<file path="config.mk">
export PLATFORM = sky130hd
export DESIGN_NAME = port_priority_classifier
export DESIGN_NICKNAME = d
export VERILOG_FILES = /design/src/rtl/core/ppc_pkg.sv /design/src/rtl/core/ppc_cell.sv /design/src/rtl/core/port_priority_classifier.sv
export VERILOG_INCLUDE_DIRS = /design/src /design/src/rtl/core
export SDC_FILE = /design/constraint.sdc
export NUM_CORES = 2
export LEC_CHECK = 0
export BUFFER_PORTS_ARGS = -buffer_cell sky130_fd_sc_hd__buf_2
export CORE_UTILIZATION = 60
export DETAILED_ROUTE_END_ITERATION = 10
export GPL_TIMING_DRIVEN = 0
export PLACE_DENSITY_LB_ADDON = 0.2
export SYNTH_ARGS = -nofsm -noshare
export SYNTH_HDL_FRONTEND = slang
export SYNTH_SLANG_ARGS = --single-unit
</file>
<file path="constraint.sdc">
create_clock -name clk_i -period 6.6 [get_ports clk_i]
set_input_delay 1.32 -clock clk_i [delete_from_list [all_inputs] [get_ports clk_i]]
set_output_delay 1.32 -clock clk_i [all_outputs]
set_load 0.05 [all_outputs]
</file>
<file path="src/rtl/core/port_priority_classifier_defines.svh">
// assertion macros for the port priority classifier
// used by the top level only; needs nothing else
`ifndef PORT_PRIORITY_CLASSIFIER_DEFINES_SVH
`define PORT_PRIORITY_CLASSIFIER_DEFINES_SVH
`ifndef SYNTHESIS
`define PPC_ASSERT_RST(label, clk, rst_n, prop, msg) \
  label: assert property (@(posedge clk) disable iff (!rst_n) prop) else $error(msg);
`define PPC_ASSERT(label, prop, msg) \
  `PPC_ASSERT_RST(label, clk_i, rst_ni, prop, msg)
`else
`define PPC_ASSERT_RST(label, clk, rst_n, prop, msg)
`define PPC_ASSERT(label, prop, msg)
`endif
`endif

</file>
<file path="src/rtl/core/ppc_pkg.sv">
// shared types and codes for the port priority classifier
// no dependencies
package ppc_pkg;

  localparam int TableCount     = 4;
  localparam int DefaultEntries = 16;

  typedef enum logic [1:0] {
    CMD_CLEAR  = 2'd0,
    CMD_INSERT = 2'd1,
    CMD_LOOKUP = 2'd2
  } cmd_e;

  typedef enum logic [1:0] {
    PROTO_UDP  = 2'd0,
    PROTO_TCP  = 2'd1,
    PROTO_ICMP = 2'd2
  } proto_e;

  typedef enum logic [1:0] {
    DIR_IN   = 2'd0,
    DIR_OUT  = 2'd1,
    DIR_BOTH = 2'd2
  } dir_e;

  typedef enum logic {
    ST_IDLE = 1'b0,
    ST_SCAN = 1'b1
  } state_e;

  // search beat moving down the row of cells
  typedef struct packed {
    logic               vld;
    logic               any;
    logic [1:0]         tbl;
    logic [15:0]        port;
    logic               hit;
    logic signed [7:0]  prio;
    logic               traf;
  } tok_t;

  // entry write broadcast to every cell
  typedef struct packed {
    logic [TableCount-1:0] we;
    logic [15:0]           port;
    logic signed [7:0]     prio;
    logic                  traf;
  } wr_t;

endpackage

</file>
<file path="src/rtl/core/ppc_cell.sv">
// one cell of the search row: holds entry CELL_IDX of all four tables
// depends on ppc_pkg
module ppc_cell #(
  parameter int ENTRIES  = ppc_pkg::DefaultEntries,
  parameter int CELL_IDX = 0
) (
  input  logic                                           clk_i,
  input  logic                                           rst_ni,
  input  ppc_pkg::tok_t                                  tok_i,
  input  logic [$clog2(ENTRIES+1)-1:0]                   left_i,
  input  ppc_pkg::wr_t                                   wr_i,
  input  logic [ppc_pkg::TableCount-1:0]
               [((ENTRIES > 1) ? $clog2(ENTRIES) : 1)-1:0] slot_i,
  output ppc_pkg::tok_t                                  tok_o,
  output logic [$clog2(ENTRIES+1)-1:0]                   left_o
);

  localparam int FW = $clog2(ENTRIES + 1);
  localparam int IW = (ENTRIES > 1) ? $clog2(ENTRIES) : 1;

  logic [15:0]       port_q [ppc_pkg::TableCount];
  logic signed [7:0] prio_q [ppc_pkg::TableCount];
  logic              traf_q [ppc_pkg::TableCount];

  ppc_pkg::tok_t     tok_d, tok_q;
  logic [FW-1:0]     left_d, left_q;
  logic              match;

  // entry storage, written only by inserts
  always_ff @(posedge clk_i) begin
    for (int t = 0; t < ppc_pkg::TableCount; t++) begin
      if (wr_i.we[t] && (slot_i[t] == IW'(CELL_IDX))) begin
        port_q[t] <= wr_i.port;
        prio_q[t] <= wr_i.prio;
        traf_q[t] <= wr_i.traf;
      end
    end
  end

  // only entries below the fill count are compared
  assign match = tok_i.vld && !tok_i.hit && (left_i != '0) &&
                 (tok_i.any || (port_q[tok_i.tbl] == tok_i.port));

  always_comb begin
    tok_d = tok_i;
    if (match) begin
      tok_d.hit  = 1'b1;
      tok_d.prio = prio_q[tok_i.tbl];
      tok_d.traf = traf_q[tok_i.tbl];
    end
    left_d = (left_i != '0) ? (left_i - FW'(1)) : '0;
  end

  always_ff @(posedge clk_i or negedge rst_ni) begin
    if (!rst_ni) begin
      tok_q  <= '0;
      left_q <= '0;
    end else begin
      tok_q  <= tok_d;
      left_q <= left_d;
    end
  end

  assign tok_o  = tok_q;
  assign left_o = left_q;

endmodule

</file>
<file path="src/rtl/core/port_priority_classifier.sv">
// top level of the port priority classifier: control, fill counts, icmp setting
// depends on ppc_pkg, ppc_cell and port_priority_classifier_defines.svh
//
// usage
//   input channel (in_valid_i / in_ready_o) carries one command beat: clear,
//   insert or lookup. output channel (out_valid_o / out_ready_i) returns
//   exactly one result beat per command, in order.
//   clear, insert, icmp lookup, lookup of a global table's wildcard excluded,
//   and unknown commands finish at once: the result beat is valid in the cycle
//   after the command beat is taken.
//   table lookups walk a row of ENTRIES cells, one cell per cycle; cell i holds
//   entry i of all four tables. the result beat is registered once the search
//   beat leaves the last cell, so a lookup finishes before the next command
//   is taken; other commands at one per cycle while the receiver is ready.
//   the length of the cell row alone sets the lookup latency.
//   a global table's lookup also walks the row and hits in cell 0.
//   in_ready_o is low while a lookup walks the row and while a result beat
//   waits on a stalled receiver; a result beat holds until out_ready_i.
//   reset empties all tables (fill counts and global flags cleared) and drops
//   the icmp setting; entry storage is not cleared and needs no sweep.
`include "port_priority_classifier_defines.svh"
module port_priority_classifier #(
  parameter int ENTRIES_PER_TABLE = ppc_pkg::DefaultEntries
) (
  input  logic              clk_i,
  input  logic              rst_ni,
  input  logic              in_valid_i,
  output logic              in_ready_o,
  input  logic [1:0]        command_i,
  input  logic [1:0]        protocol_i,
  input  logic [1:0]        direction_i,
  input  logic [15:0]       port_number_i,
  input  logic signed [7:0] priority_in_i,
  input  logic              traffic_in_i,
  output logic              out_valid_o,
  input  logic              out_ready_i,
  output logic              found_o,
  output logic signed [7:0] priority_out_o,
  output logic              traffic_out_o,
  output logic [1:0]        stored_mask_o
);

  localparam int N  = ENTRIES_PER_TABLE;
  localparam int TC = ppc_pkg::TableCount;
  localparam int FW = $clog2(N + 1);
  localparam int IW = (N > 1) ? $clog2(N) : 1;

  // control state
  ppc_pkg::state_e   state_q, state_d;
  logic [FW-1:0]     fill_q [TC];
  logic [FW-1:0]     fill_d [TC];
  logic [TC-1:0]     global_q, global_d;
  logic              icmp_vld_q, icmp_vld_d;
  logic signed [7:0] icmp_prio_q, icmp_prio_d;
  logic              icmp_traf_q, icmp_traf_d;

  // output register
  logic              out_vld_q, out_vld_d;
  logic              found_q, found_d;
  logic signed [7:0] prio_q, prio_d;
  logic              traf_q, traf_d;
  logic [1:0]        mask_q, mask_d;

  // decoded beat
  logic              in_acc;
  logic              is_clear, is_insert, is_lookup, is_tbl_proto, is_icmp;
  logic              port_zero, sel_in, sel_out, icmp_take;
  logic [1:0]        lk_tbl;
  logic [TC-1:0]     sel, take;

  // cell row
  ppc_pkg::tok_t     tok_w  [N+1];
  logic [FW-1:0]     left_w [N+1];
  ppc_pkg::wr_t      wr;
  logic [TC-1:0][IW-1:0] slot;

  assign in_ready_o = (state_q == ppc_pkg::ST_IDLE) && (!out_vld_q || out_ready_i);
  assign in_acc     = in_valid_i && in_ready_o;

  assign is_clear     = in_acc && (command_i == ppc_pkg::CMD_CLEAR);
  assign is_insert    = in_acc && (command_i == ppc_pkg::CMD_INSERT);
  assign is_lookup    = in_acc && (command_i == ppc_pkg::CMD_LOOKUP);
  assign is_tbl_proto = (protocol_i == ppc_pkg::PROTO_UDP) ||
                        (protocol_i == ppc_pkg::PROTO_TCP);
  assign is_icmp      = (protocol_i == ppc_pkg::PROTO_ICMP);
  assign port_zero    = (port_number_i == 16'd0);

  // direction both writes the in table and the out table together
  assign sel_in  = is_insert && is_tbl_proto &&
                   ((direction_i == ppc_pkg::DIR_IN) || (direction_i == ppc_pkg::DIR_BOTH));
  assign sel_out = is_insert && is_tbl_proto &&
                   ((direction_i == ppc_pkg::DIR_OUT) || (direction_i == ppc_pkg::DIR_BOTH));
  assign icmp_take = is_insert && is_icmp && !icmp_vld_q;

  // table index: protocol picks the pair, direction the in or out half
  assign lk_tbl = {protocol_i[0], (direction_i != ppc_pkg::DIR_IN)};

  // per table insert decision, fill count and global flag
  always_comb begin
    for (int t = 0; t < TC; t++) begin
      sel[t]  = ((2'(t) == {protocol_i[0], 1'b0}) && sel_in) ||
                ((2'(t) == {protocol_i[0], 1'b1}) && sel_out);
      // wildcard always lands in slot 0; otherwise append unless global or full
      take[t] = sel[t] && (port_zero || (!global_q[t] && (fill_q[t] < FW'(N))));
      slot[t] = port_zero ? '0 : fill_q[t][IW-1:0];
      fill_d[t]   = fill_q[t];
      global_d[t] = global_q[t];
      if (is_clear) begin
        fill_d[t]   = '0;
        global_d[t] = 1'b0;
      end else if (take[t]) begin
        if (port_zero) begin
          fill_d[t]   = '0;
          global_d[t] = 1'b1;
        end else begin
          fill_d[t] = fill_q[t] + FW'(1);
        end
      end
    end
  end

  always_comb begin
    wr.we   = take;
    wr.port = port_number_i;
    wr.prio = priority_in_i;
    wr.traf = traffic_in_i;
  end

  // icmp setting is taken once until the next clear
  always_comb begin
    icmp_vld_d  = icmp_vld_q;
    icmp_prio_d = icmp_prio_q;
    icmp_traf_d = icmp_traf_q;
    if (is_clear) begin
      icmp_vld_d = 1'b0;
    end else if (icmp_take) begin
      icmp_vld_d  = 1'b1;
      icmp_prio_d = priority_in_i;
      icmp_traf_d = traffic_in_i;
    end
  end

  // search beat: a global table matches any port in cell 0 only
  always_comb begin
    tok_w[0].vld  = is_lookup && is_tbl_proto;
    tok_w[0].any  = global_q[lk_tbl];
    tok_w[0].tbl  = lk_tbl;
    tok_w[0].port = port_number_i;
    tok_w[0].hit  = 1'b0;
    tok_w[0].prio = '0;
    tok_w[0].traf = 1'b0;
    left_w[0]     = global_q[lk_tbl] ? FW'(1) : fill_q[lk_tbl];
  end

  for (genvar i = 0; i < N; i++) begin : g_cell
    ppc_cell #(
      .ENTRIES  (N),
      .CELL_IDX (i)
    ) u_cell (
      .clk_i  (clk_i),
      .rst_ni (rst_ni),
      .tok_i  (tok_w[i]),
      .left_i (left_w[i]),
      .wr_i   (wr),
      .slot_i (slot),
      .tok_o  (tok_w[i+1]),
      .left_o (left_w[i+1])
    );
  end

  // sequencer: idle takes beats, scan waits for the search beat to leave the row
  always_comb begin
    state_d = state_q;
    case (state_q)
      ppc_pkg::ST_IDLE: begin
        if (tok_w[0].vld) begin
          state_d = ppc_pkg::ST_SCAN;
        end
      end
      ppc_pkg::ST_SCAN: begin
        if (tok_w[N].vld) begin
          state_d = ppc_pkg::ST_IDLE;
        end
      end
      default: begin
        state_d = ppc_pkg::ST_IDLE;
      end
    endcase
  end

  // output register; a scan only starts with the register free, so the
  // search result never meets a pending beat
  always_comb begin
    out_vld_d = out_vld_q;
    found_d   = found_q;
    prio_d    = prio_q;
    traf_d    = traf_q;
    mask_d    = mask_q;
    if (out_vld_q && out_ready_i) begin
      out_vld_d = 1'b0;
    end
    if (tok_w[N].vld) begin
      out_vld_d = 1'b1;
      found_d   = tok_w[N].hit;
      prio_d    = tok_w[N].prio;
      traf_d    = tok_w[N].traf;
      mask_d    = 2'b00;
    end else if (in_acc && !tok_w[0].vld) begin
      out_vld_d = 1'b1;
      found_d   = is_lookup && is_icmp && icmp_vld_q;
      prio_d    = (is_lookup && is_icmp && icmp_vld_q) ? icmp_prio_q : 8'sd0;
      traf_d    = is_lookup && is_icmp && icmp_vld_q && icmp_traf_q;
      mask_d    = {take[1] | take[3], take[0] | take[2] | icmp_take};
    end
  end

  always_ff @(posedge clk_i or negedge rst_ni) begin
    if (!rst_ni) begin
      state_q    <= ppc_pkg::ST_IDLE;
      global_q   <= '0;
      icmp_vld_q <= 1'b0;
      out_vld_q  <= 1'b0;
      for (int t = 0; t < TC; t++) begin
        fill_q[t] <= '0;
      end
    end else begin
      state_q    <= state_d;
      global_q   <= global_d;
      icmp_vld_q <= icmp_vld_d;
      out_vld_q  <= out_vld_d;
      for (int t = 0; t < TC; t++) begin
        fill_q[t] <= fill_d[t];
      end
    end
  end

  // icmp setting reads zero after reset
  always_ff @(posedge clk_i or negedge rst_ni) begin
    if (!rst_ni) begin
      icmp_prio_q <= '0;
      icmp_traf_q <= 1'b0;
    end else begin
      icmp_prio_q <= icmp_prio_d;
      icmp_traf_q <= icmp_traf_d;
    end
  end

  // result payload
  always_ff @(posedge clk_i) begin
    found_q <= found_d;
    prio_q  <= prio_d;
    traf_q  <= traf_d;
    mask_q  <= mask_d;
  end

  assign out_valid_o    = out_vld_q;
  assign found_o        = found_q;
  assign priority_out_o = prio_q;
  assign traffic_out_o  = traf_q;
  assign stored_mask_o  = mask_q;

  // checks
  `PPC_ASSERT(a_exit_in_scan, tok_w[N].vld |-> (state_q == ppc_pkg::ST_SCAN), "search beat left the row outside a scan")
  `PPC_ASSERT(a_exit_count_done, tok_w[N].vld |-> (left_w[N] == '0), "search beat left the row with entries unvisited")
  `PPC_ASSERT(a_scan_out_free, tok_w[0].vld |=> !out_valid_o, "result beat present while a lookup walks the row")
  `PPC_ASSERT(a_fill_bounds, (fill_q[0] <= FW'(N)) && (fill_q[1] <= FW'(N)) && (fill_q[2] <= FW'(N)) && (fill_q[3] <= FW'(N)) && (!global_q[0] || (fill_q[0] == '0)) && (!global_q[1] || (fill_q[1] == '0)) && (!global_q[2] || (fill_q[2] == '0)) && (!global_q[3] || (fill_q[3] == '0)), "fill count out of range or global table not empty")

endmodule
</file>
[Yosys cells after proc, flatten, opt, wreduce, memory -nomap -nowiden]
Memories as Yosys holds them, arrays and structs flattened.
Index checks and enable logic that the tools add are counted.
Word-level totals
  memories: 48
  logic and storage cells: 1115
  memory bits (writable): 1600
  output and inout bits: 14
  input bits: 35
  flip-flop bits (word level): 584
Memories
  g_cell[0].u_cell.port_q: words 4, bits a word 16, rd ports 1, clocked after memory_dff 0, write ports 2, RTL line ppc_cell.sv:21  | logic [15:0] port_q [ppc_pkg::TableCount];
  g_cell[10].u_cell.port_q: words 4, bits a word 16, rd ports 1, clocked after memory_dff 0, write ports 2, RTL line ppc_cell.sv:21
  g_cell[11].u_cell.port_q: words 4, bits a word 16, rd ports 1, clocked after memory_dff 0, write ports 2, RTL line ppc_cell.sv:21
  g_cell[12].u_cell.port_q: words 4, bits a word 16, rd ports 1, clocked after memory_dff 0, write ports 2, RTL line ppc_cell.sv:21
  g_cell[13].u_cell.port_q: words 4, bits a word 16, rd ports 1, clocked after memory_dff 0, write ports 2, RTL line ppc_cell.sv:21
  g_cell[14].u_cell.port_q: words 4, bits a word 16, rd ports 1, clocked after memory_dff 0, write ports 2, RTL line ppc_cell.sv:21
  +42 memories
Cells by class
  reduce and logical (&&, ||, !) cells: 319
  multiplexer cells: 493
  eq/ne operators: 82
  add/subtract/negate cells: 19
  bitwise logic cells: 7
  order comparisons: 6
Operators with widths (count)
  $mux 16: 32
  $reduce_or 16->1: 32
  $mux 8: 35
  $mux 1: 277
  $eq 16x16->1: 16
  $reduce_or 8->1: 32
  $mux 2: 96
  $mux 10: 16
  $mux 5: 30
  $logic_and 1x1->1: 139
  $eq 4x4->1 const B: 32
  $reduce_bool 5->1: 16
  $sub 5x1->5 const B: 15
  $eq 4x3->1 const B: 16
  $eq 4x2->1 const B: 8
  $reduce_or 1->1: 32
  $logic_or 1x1->1: 24
  $logic_not 1->1: 22
  $add 5x1->5 const B: 4
  $lt 5x5->1 const B: 4
  $eq 4x1->1 const B: 4
  $logic_not 16->1: 1
  $logic_not 4->1: 4
  $mux 4: 4
  other kinds (14): 35

[Longest topological paths before layout]
  word-level depth: 14
  gate-level depth with buffers: 11
  mapped depth without buffers: 9

[By module]
From an unflattened synthesis, not the netlist that was laid out.
Second synthesis, totals
  cells, all modules: 3870
  area, all modules: 82854.5 sq um
Modules (own cells, without submodules)
  ppc_cell at g_cell[0].u_cell ...: cells an instance 223, instances 7, seq. area each 3878.7 sq um, area an instance 4994.8 sq um
  ppc_cell at g_cell[11].u_cell ...: cells an instance 223, instances 4, seq. area each 3878.7 sq um, area an instance 4999.8 sq um
  ppc_cell at g_cell[13].u_cell ...: cells an instance 223, instances 4, seq. area each 3878.7 sq um, area an instance 4984.8 sq um
  ppc_cell at g_cell[15].u_cell: cells an instance 227, instances 1, seq. area each 3878.7 sq um, area an instance 4994.8 sq um
  port_priority_classifier: cells an instance 298, instances 1, seq. area each 1241.2 sq um, area an instance 2957.8 sq um

[Worst setup path before layout]
Ideal clock, no wire load.
  path kind: input to register
  start: input protocol_i[0]
  end: memory g_cell[12].u_cell.port_q[3][0], enable pin
  slack: 2.197 ns
  setup time: 0.407 ns
  buffers on the path: 2
  arrival: 3.996 ns
  stages: 7
  cells stage by stage: clkbuf_1 buf_2 inv_1 nor3_1 nor4b_2 nand3_1 nor2_1
RTL lines
  start: declaration: RTL line port_priority_classifier.sv:30  | input logic [1:0] protocol_i,
  end: declaration: RTL line ppc_cell.sv:21

==> results by stage <==
Run status:
- The flow ran to the end, and the final reports show no timing, DRC or antenna violations.

CTS:
- The clock transition time at the flip-flop clock pins of the worst setup and hold paths is 60 ps.
- The number of buffers added for setup after CTS is 0.
- TritonCTS built the clock tree.
- The library cell used as clock root buffer is sky130_fd_sc_hd__clkbuf_16.
- Clock tree synthesis inserted a total of a little over 200 buffers.
- The H-tree generated during clock tree synthesis spans 4 levels.
- Counting every sink on the clock net gives 2184.
- The number of gates resized after CTS is 0.
- The later pin in the worst-skew pair is clocked with a latency of between 800 and 900 ps.
- In this run, post-CTS hold repair placed 0 buffers.
- The deepest clock path buffer count is 3.

GRT:
- In the global route stage, met2 resource usage came out at 0.423.
- The wire length of the first global-routing pass is 248000 um.
- The total track usage is 0.256.
- Entering global routing, the biggest net connects around 120 pins.
- The number of antenna violations at the first check in global routing is 6.
- The met1 usage in global routing is 0.352.
- In this run the most used layer during global routing was met2.
- The number of global-route vias before repair came to around 38000.
- For this run the aggregate overflow at the end of global routing stands at 0.
- The met3 global-route usage is 0.0458.

STA:
- Setup repair after global routing left no endpoint under its margin.
- For the pin with the worst max-slew slack, the measured transition is between 1000 and 1500 ps.
- The timing-limited maximum frequency is 0.212 GHz.
- The setup skew after layout is between 30 and 40 ps.
- Setup violations remaining at the end of the flow were counted as 0.
- The final worst slack is between 1500 and 2000 ps.
- The final period demand of the worst path is ~4700 ps.
- The post-route fraction of the period consumed by the critical path is 0.715.
- Headroom to the max-slew limit came out at 0.113.
- The number of endpoints with negative hold slack in the final report is 0.
- The number of max-slew violations in the final report was 0.

Die:
- In this run the vertical extent of the chip is approximately 370 um.
- The die is 367 um wide.
- The region available for standard cell placement spans 0.132 mm^2.
- During I/O placement, the number of pins put on the boundary was 49.
- In this run the core area contains 133 standard-cell rows.
- The die covers around 0.13 mm^2.
- The starting utilization of the core area is 0.606.

Min path:
- The type of the most critical hold path is in2async.

Final layout:
- Of the cells placed in the final design, the portion with a size suffix greater than 1 is 0.260.
- The library cell used most frequently in the layout, excluding fill and tap cells, is sky130_fd_sc_hd__edfxtp_1.
- Counting the fill cells in the layout gives roughly 7900.
- The net count of the finished layout is between 4000 and 5000.
- The area growth from synthesis to layout is 13.1%.
- Leaving out fill and tap cells, the most frequent cells in the layout are 1610 x sky130_fd_sc_hd__edfxtp_1, 572 x sky130_fd_sc_hd__dfrtp_1, 398 x sky130_fd_sc_hd__mux4_2.
- The finished cells cover 0.0902 mm^2.
- The post-layout instance count excluding filler cells is roughly 5900.

Synthesis:
- The gate count of the mapped netlist is between 3000 and 4000.
- The share of the yosys chip area belonging to registers is 0.786.
- The unique cell type count in the Yosys netlist is 50.
- The netlist area before placement is roughly 0.080 mm^2.
- After synthesis the netlist holds a flip-flop and latch count of around 2200.
- The Yosys step of the flow raised 0 warnings.
- The prevailing post-synth register cell is sky130_fd_sc_hd__edfxtp_1.
- Counting flops with an async set or reset pin after synthesis yields a share of 0.262.
- The synthesized design contains 1610 enable-type register cells.
- The number of nets produced by synthesis is 3759.
- Averaged over all synthesized cells, the footprint is roughly 22 um^2.

Placed design:
- Summing all placed instances gives a cell area of between 0.08 and 0.09 mm^2.
- The HPWL after detailed placement is approximately 96000 um.
- The post-placement worst setup slack is ~770 ps.
- Including well taps, the total number of placed cells is 5523.
- The final RePlAce weighted congestion is a little over 0.8.
- The number of I/O port buffers is between 40 and 50.

Critical path:
- For the worst setup path, the data arrival time is ~5000 ps.
- STA classifies the critical path startpoint as an input port.
- The largest fanout on the critical path is between 60 and 70.
- The category of the worst setup path capture point is a flop.
- The critical path is of the in2reg type.
- The endpoint required time on the critical path is around 7000 ps.

Power and ir drop:
- The peak supply drop is 0.283 mV.
- Of the total power, registers draw 0.529.
- The power dissipated by switching net loads is 6.22 mW.
- The share of total power consumed by net switching is 0.215.
- In this run the power density over the cells is 321 mW/mm^2.
- The power consumption is slightly below 30 mW.
- The reported leakage power is between 30 and 40 nW.
- The internal portion of the total power is 22.7 mW.
- Of the total power, the clock network draws 0.417.
- The logic gate share of total power is 0.054.

Route:
- Summing over every cut layer, the via total after detailed routing is around 36000.
- Wires add up to between 150000 and 200000 um.
- The antenna violation net count after detailed routing is 0.
- The number of violations reported at the end of detailed-routing iteration 0 is 3623.
- The remaining routing DRC violations is 0.
- In the routed layout, each cell is associated on average with a via count of 6.08.
- The detail-routed net length per standard cell is ~28 um.
- The number of search-and-repair iterations in the first detailed-routing pass is 5.

Job:
- The tool flagged a number of max-cap violations equal to 0.
## synthesized netlist by cell type, types with 13 or more instances
cell type | count | area (um^2)
sky130_fd_sc_hd__buf_4 | 14 | 105
sky130_fd_sc_hd__buf_1 | 16 | 60.1
sky130_fd_sc_hd__inv_1 | 43 | 161
sky130_fd_sc_hd__nor2b_1 | 13 | 81.3
sky130_fd_sc_hd__nor2_1 | 171 | 642
sky130_fd_sc_hd__o21ai_2 | 14 | 123
sky130_fd_sc_hd__mux4_2 | 398 | 8960
sky130_fd_sc_hd__nand2b_1 | 27 | 169
sky130_fd_sc_hd__nor4_1 | 24 | 150
sky130_fd_sc_hd__a21oi_1 | 15 | 75.1
sky130_fd_sc_hd__nor3b_1 | 14 | 105
sky130_fd_sc_hd__dfrtp_1 | 572 | 14300
sky130_fd_sc_hd__clkbuf_1 | 42 | 158
sky130_fd_sc_hd__buf_2 | 38 | 190
sky130_fd_sc_hd__nand4_1 | 70 | 438
sky130_fd_sc_hd__mux2_2 | 148 | 1670
sky130_fd_sc_hd__nor3_1 | 25 | 125
sky130_fd_sc_hd__nand2_1 | 32 | 120
sky130_fd_sc_hd__xnor2_1 | 285 | 2500
sky130_fd_sc_hd__ha_1 | 22 | 275
sky130_fd_sc_hd__edfxtp_1 | 1610 | 48300
sky130_fd_sc_hd__a22o_1 | 13 | 114
sky130_fd_sc_hd__o21ai_0 | 15 | 75.1
## worst max-delay path, stage by stage
cell                       delay, ps
sky130_fd_sc_hd__buf_4           650
sky130_fd_sc_hd__nor4_1          200
sky130_fd_sc_hd__and4_1          310
sky130_fd_sc_hd__clkbuf_1        270
sky130_fd_sc_hd__nor4b_2         750
sky130_fd_sc_hd__nand3b_1        570
sky130_fd_sc_hd__nor2_4          890
## kinds of logic (layout without fill, tap and decap cells)
| kind of cell | after synthesis | in the layout | synth area share |
|---|---|---|---|
| flops | 2184 | 2184 | 0.786 |
| other cells | 0 | 1 | 0 |
| simple gates | 425 | 425 | 0.0274 |
| xor+xnor | 285 | 285 | 0.0313 |
| mux | 559 | 559 | 0.136 |
| compound gates | 71 | 71 | 0.00625 |
| buf+inv | 156 | 615 | 0.00880 |
| fa+ha+maj | 22 | 22 | 0.00345 |
## flip-flops by register name, indices dropped and copies added, names as in the netlist
| name | cells |
|---|---|
| priority_out_o | 8 |
| stored_mask_o | 2 |
| g_cell.u_cell.tok_o | 461 |
| g_cell.u_cell.left_o | 75 |
| global_q | 4 |
| icmp_prio_q | 8 |
| g_cell.u_cell.traf_q | 64 |
| g_cell.u_cell.port_q | 1024 |
| state_q | 1 |
| g_cell.u_cell.prio_q | 512 |
| icmp_vld_q | 1 |
| fill_q | 20 |
| found_o | 1 |
| icmp_traf_q | 1 |
| traffic_out_o | 1 |
| out_valid_o | 1 |
## layer usage
layer,vias up,share of wire
met1,19400,0.40
met4,2,0.027
met5,-,0.00018
li1,15200,-
met3,287,0.063
met2,1142,0.51
## power by group through the flow
stage | logic [mW] | registers, mW | clock network, mW
floorplan | 0.993 | 15.5 | 0
global placement | 1.49 | 15.6 | 0
detailed placement | 1.56 | 15.6 | 0
CTS | 1.58 | 15.3 | 12.2
global route | 1.73 | 15.3 | 12.8
finish | 1.55 | 15.3 | 12.1
## metrics by stage
step,hold WS (ps),setup TNS [ps],util
finish,362,0,0.685
detailed placement,354,0,0.631
CTS,317,0,0.685
floorplan,346,0,-
global placement,352,-4586470,0.624
global route,338,0,0.685
## path summary, 6_finish.rpt
kind / from / slack, ps / cells after the start / end
min in group clk_i: g_cell[11].u_cell.tok_o[29]$_DFF_PN0_ / 370 / 0 / g_cell[12].u_cell.tok_o[29]$_DFF_PN0_
hold / removal: rst_ni / 360 / 1 / icmp_prio_q[3]$_DFFE_PN0P_
hold reg to reg: g_cell[11].u_cell.tok_o[29]$_DFF_PN0_ / 370 / 0 / g_cell[12].u_cell.tok_o[29]$_DFF_PN0_
max in group asynchronous: rst_ni / 4340 / 4 / g_cell[4].u_cell.tok_o[12]$_DFF_PN0_
setup / recovery: port_number_i[4] / 1880 / 7 / g_cell[7].u_cell.port_q[3][6]$_DFFE_PP_
setup reg to reg: state_q$_DFF_PN0_ / 2380 / 6 / g_cell[10].u_cell.traf_q[1]$_DFFE_PP_
## area by class of cell
type / count / area (um^2) / share of cell area
Tap cell: 1755 / 2200 / 0.0244
Clock inverter: 98 / 1050 / 0.0117
Sequential cell: 2184 / 62700 / 0.695
Buffer: 113 / 541 / 0.00599
Timing Repair Buffer: 66 / 702 / 0.00778
Multi-Input combinational cell: 1362 / 16800 / 0.186
Antenna cell: 1 / 2.50 / 0.0000278
Inverter: 43 / 161 / 0.00179
Clock buffer: 295 / 6000 / 0.0665
(Power assumes the default switching activity.)
